### src/sv/olsk_pkg.sv
`timescale 1ns / 1ps
package olsk_pkg;

	localparam int CAPACITY_DEF   = 64;
	localparam int VALUE_BITS_DEF = 32;

	typedef enum logic [1:0] {
		REQ_APPEND = 2'd0,
		REQ_REMOVE = 2'd1,
		REQ_KTH    = 2'd2,
		REQ_READ   = 2'd3
	} req_t;

	typedef enum logic [2:0] {
		ST_OK        = 3'd0,
		ST_EMPTY     = 3'd1,
		ST_NOT_FOUND = 3'd2,
		ST_FULL      = 3'd3,
		ST_BAD_ARG   = 3'd4
	} status_t;

	typedef struct packed {
		logic [1:0]  req_type;
		logic [31:0] value;
		logic [15:0] step_k;
		logic [5:0]  index;
	} in_word_t;

	typedef struct packed {
		logic [2:0]  status;
		logic [6:0]  length;
		logic [31:0] read_value;
	} out_word_t;

	typedef enum logic [1:0] {
		FSM_IDLE = 2'd0,
		FSM_WALK = 2'd1,
		FSM_DONE = 2'd2
	} fsm_t;

	// per-cycle command to every cell in the chain
	typedef struct packed {
		logic load;   // write the cell just past the held block (append)
		logic rotate; // held block rotates one place; front word goes to its tail
		logic drop;   // held block shifts one place toward the front; front word lost
	} cell_cmd_t;

endpackage

### src/sv/olsk_cell.sv
`timescale 1ns / 1ps
// One storage slot; loads d when take is high (the store feeds it the upper neighbor on shift/rotate).
module olsk_cell #(
	parameter int VALUE_BITS = olsk_pkg::VALUE_BITS_DEF
) (
	input  logic                  clk,
	input  logic                  take,
	input  logic [VALUE_BITS-1:0] d,
	output logic [VALUE_BITS-1:0] q
);

	logic [VALUE_BITS-1:0] data_q;

	always_ff @(posedge clk) begin
		if (take) begin
			data_q <= d;
		end
	end

	assign q = data_q;

endmodule

### src/sv/ordered_list_store_with_kth_removal.sv
`timescale 1ns / 1ps
// Append and refused requests pass through WALK, which walks nothing, and DONE,
// which loads the result. Remove by value, remove every kth and a valid read
// walk the held entries through the front cell, one per cycle, in WALK.
// A new word is taken the cycle after the result is loaded; a waiting result
// only delays the load of the next one. Reset clears the entry count, control
// and output valid; entry data is not reset.
module ordered_list_store_with_kth_removal #(
	parameter int CAPACITY   = olsk_pkg::CAPACITY_DEF,
	parameter int VALUE_BITS = olsk_pkg::VALUE_BITS_DEF
) (
	input  logic                clk,
	input  logic                arst_n,
	input  logic                in_valid,
	output logic                in_stall,
	input  olsk_pkg::in_word_t  in_data,
	output logic                out_valid,
	input  logic                out_stall,
	output olsk_pkg::out_word_t out_data
);

	localparam int CW = $clog2(CAPACITY + 1);
	localparam int XW = (CW > 6) ? CW : 6;

	logic [VALUE_BITS-1:0] cq [CAPACITY];

	olsk_pkg::fsm_t state_q, state_d;
	logic [CW-1:0] count_q, count_d;
	logic [CW-1:0] step_q, step_d;      // entries walked so far
	logic [CW-1:0] left_q, left_d;      // entries still to walk
	logic [15:0]   pos_q, pos_d;
	logic          found_q, found_d;
	olsk_pkg::status_t st_q, st_d;
	logic [VALUE_BITS-1:0] rv_q, rv_d;
	olsk_pkg::req_t req_q;
	logic [VALUE_BITS-1:0] val_q;
	logic [15:0]   k_q;
	logic [5:0]    idx_q;
	olsk_pkg::out_word_t res_q, res_d;
	logic          ovalid_q, ovalid_d;
	olsk_pkg::cell_cmd_t cmd;
	logic          hit;
	logic [VALUE_BITS-1:0] in_val;

	assign in_val = VALUE_BITS'(in_data.value);

	genvar g;
	generate
		for (g = 0; g < CAPACITY; g++) begin : g_cell
			logic [VALUE_BITS-1:0] upper;
			logic [VALUE_BITS-1:0] d_c;
			logic                  take_c;
			if (g == CAPACITY - 1) begin : g_last
				assign upper = cq[0];
			end else begin : g_mid
				assign upper = cq[g + 1];
			end
			// last held cell takes the front word on rotate; the rest take their neighbor
			assign d_c = cmd.load ? val_q : ((CW'(g + 1) == count_q) ? cq[0] : upper);
			assign take_c = (cmd.load && CW'(g) == count_q)
				|| (cmd.rotate && CW'(g) < count_q)
				|| (cmd.drop && CW'(g + 1) < count_q);
			olsk_cell #(.VALUE_BITS(VALUE_BITS)) u_cell (
				.clk  (clk),
				.take (take_c),
				.d    (d_c),
				.q    (cq[g])
			);
		end
	endgenerate

	assign in_stall = (state_q != olsk_pkg::FSM_IDLE);

	always_ff @(posedge clk or negedge arst_n) begin
		if (!arst_n) begin
			state_q  <= olsk_pkg::FSM_IDLE;
			count_q  <= '0;
			ovalid_q <= 1'b0;
		end else begin
			state_q  <= state_d;
			count_q  <= count_d;
			ovalid_q <= ovalid_d;
		end
	end

	always_ff @(posedge clk) begin
		step_q  <= step_d;
		left_q  <= left_d;
		pos_q   <= pos_d;
		found_q <= found_d;
		st_q    <= st_d;
		rv_q    <= rv_d;
		res_q   <= res_d;
		if (in_valid && !in_stall) begin
			req_q <= olsk_pkg::req_t'(in_data.req_type);
			val_q <= in_val;
			k_q   <= in_data.step_k;
			idx_q <= in_data.index;
		end
	end

	// The walk looks at the front cell each cycle: a kept word rotates to the
	// tail of the held block, a dropped one is shifted out. After all original
	// entries pass, the kept ones sit at the front in their old order.
	always_comb begin
		state_d  = state_q;
		count_d  = count_q;
		step_d   = step_q;
		left_d   = left_q;
		pos_d    = pos_q;
		found_d  = found_q;
		st_d     = st_q;
		rv_d     = rv_q;
		res_d    = res_q;
		ovalid_d = ovalid_q;
		cmd      = '0;
		hit      = 1'b0;
		if (ovalid_q && !out_stall) ovalid_d = 1'b0;
		case (state_q)
			olsk_pkg::FSM_IDLE: begin
				if (in_valid) begin
					state_d = olsk_pkg::FSM_WALK;
					step_d  = '0;
					left_d  = '0;
					pos_d   = '0;
					found_d = 1'b0;
					rv_d    = '0;
					st_d    = olsk_pkg::ST_OK;
					case (olsk_pkg::req_t'(in_data.req_type))
						olsk_pkg::REQ_APPEND: begin
							if (count_q >= CW'(CAPACITY)) st_d = olsk_pkg::ST_FULL;
						end
						olsk_pkg::REQ_REMOVE: begin
							if (count_q == '0) st_d = olsk_pkg::ST_EMPTY;
							else left_d = count_q;
						end
						olsk_pkg::REQ_KTH: begin
							if (count_q == '0) st_d = olsk_pkg::ST_EMPTY;
							else if (in_data.step_k <= 16'd1) st_d = olsk_pkg::ST_BAD_ARG;
							else left_d = count_q;
						end
						olsk_pkg::REQ_READ: begin
							if (count_q == '0) st_d = olsk_pkg::ST_EMPTY;
							else if (XW'(in_data.index) >= XW'(count_q))
								st_d = olsk_pkg::ST_BAD_ARG;
							else left_d = count_q;
						end
						default: ;
					endcase
				end
			end
			olsk_pkg::FSM_WALK: begin
				if (left_q != '0) begin
					step_d = step_q + 1'b1;
					left_d = left_q - 1'b1;
					case (req_q)
						olsk_pkg::REQ_REMOVE: begin
							hit = !found_q && (cq[0] == val_q);
							if (hit) found_d = 1'b1;
						end
						olsk_pkg::REQ_KTH: begin
							if (pos_q + 16'd1 == k_q) begin
								hit   = 1'b1;
								pos_d = '0;
							end else begin
								pos_d = pos_q + 16'd1;
							end
						end
						olsk_pkg::REQ_READ: begin
							if (XW'(step_q) == XW'(idx_q)) rv_d = cq[0];
						end
						default: ;
					endcase
					if (hit) begin
						cmd.drop = 1'b1;
						count_d  = count_q - 1'b1;
					end else begin
						cmd.rotate = 1'b1;
					end
				end else begin
					if (req_q == olsk_pkg::REQ_APPEND && st_q == olsk_pkg::ST_OK) begin
						cmd.load = 1'b1;
						count_d  = count_q + 1'b1;
					end
					if (req_q == olsk_pkg::REQ_REMOVE && st_q == olsk_pkg::ST_OK && !found_q)
						st_d = olsk_pkg::ST_NOT_FOUND;
					state_d = olsk_pkg::FSM_DONE;
				end
			end
			olsk_pkg::FSM_DONE: begin
				if (!ovalid_q || !out_stall) begin
					res_d.status     = st_q;
					res_d.length     = 7'(count_q);
					res_d.read_value = 32'(rv_q);
					ovalid_d         = 1'b1;
					state_d          = olsk_pkg::FSM_IDLE;
				end
			end
			default: state_d = olsk_pkg::FSM_IDLE;
		endcase
	end

	assign out_valid = ovalid_q;
	assign out_data  = res_q;

endmodule

### config.mk
export PLATFORM = sky130hd
export DESIGN_NAME = ordered_list_store_with_kth_removal
export DESIGN_NICKNAME = d
export VERILOG_FILES = /design/src/sv/olsk_pkg.sv /design/src/sv/olsk_cell.sv /design/src/sv/ordered_list_store_with_kth_removal.sv
export SDC_FILE = /design/constraint.sdc
export NUM_CORES = 2
export LEC_CHECK = 0
export BUFFER_PORTS_ARGS = -buffer_cell sky130_fd_sc_hd__buf_2
export CAP_MARGIN = 15
export CORE_MARGIN = 2
export CORE_UTILIZATION = 30
export CTS_BUF_LIST = sky130_fd_sc_hd__clkbuf_8
export CTS_CLUSTER_SIZE = 20
export DETAILED_ROUTE_END_ITERATION = 8
export HOLD_SLACK_MARGIN = 0.02
export PLACE_DENSITY = 0.55
export SETUP_SLACK_MARGIN = 0.15
export SYNTH_ARGS = -nofsm -noshare
export SYNTH_HDL_FRONTEND = slang
export SYNTH_SLANG_ARGS = --single-unit
### constraint.sdc
create_clock -name clk -period 6.15 [get_ports clk]
set_input_delay 0.615 -clock clk [delete_from_list [all_inputs] [get_ports clk]]
set_output_delay 0.615 -clock clk [all_outputs]
set_load 0.01 [all_outputs]
==> out/metrics.cfg <==
[status]
status = finished, violations left
violations = DRC

[placement]
routabilityCongestion = 0.938
dp_hpwl_mm = 226
port-buffer-count = 103
place_area_sq_um = 110000
preCtsSetupSlack_ps = 1110

[layout]
multiInputGateArea_sq_um = 33400
mostFrequentLayoutCells = nand2_1, edfxtp_1, a31oi_1, clkbuf_8, buf_4
layout-drive-gt1-share_pct = 10.8
regArea_sq_um = 66700
area_delta_synth_final_pct = 13.8
finalInstanceArea_sq_um = 118000
fillers = 34100
layout_commonest_cell = nand2_1
fin_nets = 10100

[synth]
synthFlopType = edfxtp_1
ys_warn_count = 0
synth-edff-count = 2212
ys_types = 67
ys_seq_elements = 2222
async_flop_share_pct = 0.450
syn-cell-area_sq_um = 103000
ys_seq_area_share_pct = 64.5
syn_avg_cell_area_sq_um = 10.1
syn-num-nets = 10300
synthCells = 10200

[hold_path]
hp-start = in_data[36]
hold_class = input pin to register

[clocking]
cts.path.max_buffers = 4
post-cts-setup-buffers = 0
worstSkewPairLatency_ps = 1090
path_clk_slew_ps = 60
cts_buffers = 382
cts_root_buffer = clkbuf_8
h-tree-depth = 5
tritoncts = built
cts.sinks = 2222

[global_route]
grt_max_degree = 216
antenna_found_initial = 7
grt_usage_pct = 21.4
grt_overflow = 0
grt_pass1_wl_mm = 561
grt_pass1_vias = 79900

[floorplanning]
die-area_sq_um = 349000
coreArea_sq_um = 343000
io_pins = 104
start_util_pct = 30.2
std_cell_rows = 215
die_h_um = 591
die_w_um = 591

[detailed_routing]
drt_wl_total_mm = 386
vias_per_cell = 5.63
wl_met2_mm = 169
dr.pass1.iters = 9
ant_nets = 0
drc = 1
routed-wl-met3_mm = 45.5
wl_per_cell_um = 25.9
num_vias = 83900
drt_iter0_drc = 11000
wl_met1_mm = 155
highest-signal-layer = met4

[sta]
finalHoldViolCount = 0
max_freq_mhz = 197
setup_ws_ps = 1060
grt_setup_unrepaired = no
setup_viol = 0
slew_headroom_pct = 16.4
finalClockSkew_ps = 83.5
fin_crit_sh_pct = 82.7
final-max-slew-violation-count = 0
tns_ps = 0
finalCriticalPeriod_ps = 5090
worst_pin_slew_ps = 1250
timing.hold.ws_ps = 251

[worst_setup_path]
crit_start = pos_q[0]
rr_startpoint = pos_q[0]
crit_type = register to register
required_ps = 6910
path_buf_inv = 2
rrSetupSlack_ps = 1060
critPathTopFamily = compound AO/OA/AOI/OAI gates
crit_path_cell_trace = ha_1 -> nand2_1 -> nor3_1 -> mux2_2 -> a211oi_1 -> nand4_1 -> o41ai_4 -> and3_1 -> buf_4 -> o21ai_0 -> o221ai_4 -> buf_16
arrival_ps = 5850
critPathSlowestCell = o41ai_4
critical-path-max-stage-delay_ps = 680
rr_worst_depth = 12
crit_path_end_kind = register
worst_setup_path_start_kind = register
r2r-end = g_cell[10].u_cell.q[29]
cp_max_fo = 20
crit_end = g_cell[10].u_cell.q[29]
path_depth = 12

[power]
p_per_area_nw_per_um2 = 426
finalPower_w = 0.0502
ir_drop_uv = 309
p_leak_nw = 41.1

[run]
max_cap_violations = 0

## cell usage after synthesis, types with 19 or more instances
library cell | number | share of area [%]
and2_1 | 31 | 0.19
clkbuf_1 | 982 | 3.6
and3_1 | 23 | 0.14
edfxtp_1 | 2212 | 64
buf_2 | 110 | 0.53
o21ai_0 | 35 | 0.17
a31oi_1 | 1994 | 12
a21oi_1 | 42 | 0.20
nor2_1 | 151 | 0.55
o221ai_1 | 29 | 0.25
xnor2_1 | 37 | 0.31
nand3_1 | 48 | 0.23
inv_1 | 19 | 0.069
xor2_1 | 39 | 0.33
ha_1 | 19 | 0.23
nand2_1 | 4250 | 15
nor3_1 | 24 | 0.12
## stage by stage
| step | utilization [%] | std cells |
|---|---|---|
| 2_1_floorplan | - | 10200 |
| 3_3_place_gp | 31.8 | 14100 |
| 3_5_place_dp | 31.9 | 14100 |
| 4_1_cts | 34.2 | 14900 |
| 5_1_grt | 34.3 | 14900 |
| 6_report | 34.3 | 14900 |
## logic make-up (layout without fill, tap and decap cells)
| group | Yosys count | in the layout | share of synthesized area [%] |
|---|---|---|---|
| AO/OA/AOI/OAI | 2188 | 2188 | 13.4 |
| flip-flops | 2222 | 2222 | 64.5 |
| multiplexers | 1 | 1 | 0.0109 |
| AND/OR/NAND/NOR | 4577 | 4577 | 17.0 |
| adder cells (fa/ha/maj) | 19 | 19 | 0.230 |
| buffers and inverters | 1128 | 1239 | 4.25 |
| other | 0 | 17 | 0 |
| XOR/XNOR | 77 | 77 | 0.665 |
## power by group
group          internal [W]  switching (W)
Combinational       0.00317         0.0107
Sequential           0.0220        0.00130
Clock               0.00636        0.00657
Total                0.0316         0.0186
## layout make-up
| type | count | share of cell area, % |
|---|---|---|
| Tap cell | 4557 | 4.84 |
| Antenna cell | 17 | 0.0361 |
| Inverter | 24 | 0.0765 |
| Sequential cell | 2222 | 56.6 |
| Clock inverter | 307 | 1.53 |
| Clock buffer | 386 | 4.51 |
| Timing Repair Buffer | 522 | 3.97 |
| Multi-Input combinational cell | 6862 | 28.4 |
## worst min-delay path by stage
stage	end	slack, ps	cells past startpoint
CTS	val_q[14]	150	2
global placement	out_data[28]	410	0
finish	val_q[14]	250	2
detailed placement	out_data[15]	410	0
floorplan	count_q[0]	320	0
global route	val_q[22]	200	2
## sequential cells by signal, indices dropped and copies added, names as in the netlist
signal           flops
count_q              7
g_cell.u_cell.q   2048
left_q               7
rv_q                32
val_q               32
idx_q                6
state_q              2
out_data            42
found_q              1
step_q               7
k_q                 16
req_q                2
st_q                 3
out_valid            1
pos_q               16
## metal layers
layer	GRT usage (%)	vias to the layer above
met5	0	-
met1	28.8	41300
met3	5.74	879
met2	32.4	5375
li1	-	36300
met4	8.69	0
## worst register-to-register path, delay by kind of cell, from the launching register on
family          cells  cell delay, ps
flops               1             460
compound gates      4            1580
fa+ha+maj           1             290
buf+inv             2             660
mux                 1             410
simple gates        4            1370
## repair_timing
| item | in CTS | in global routing |
|---|---|---|
| hold endpoints to repair | 73 | 0 |
| hold buffers | 59 | 0 |
| gates resized for setup | 0 | 0 |
Note: power is estimated with default switching activity, not from simulation.
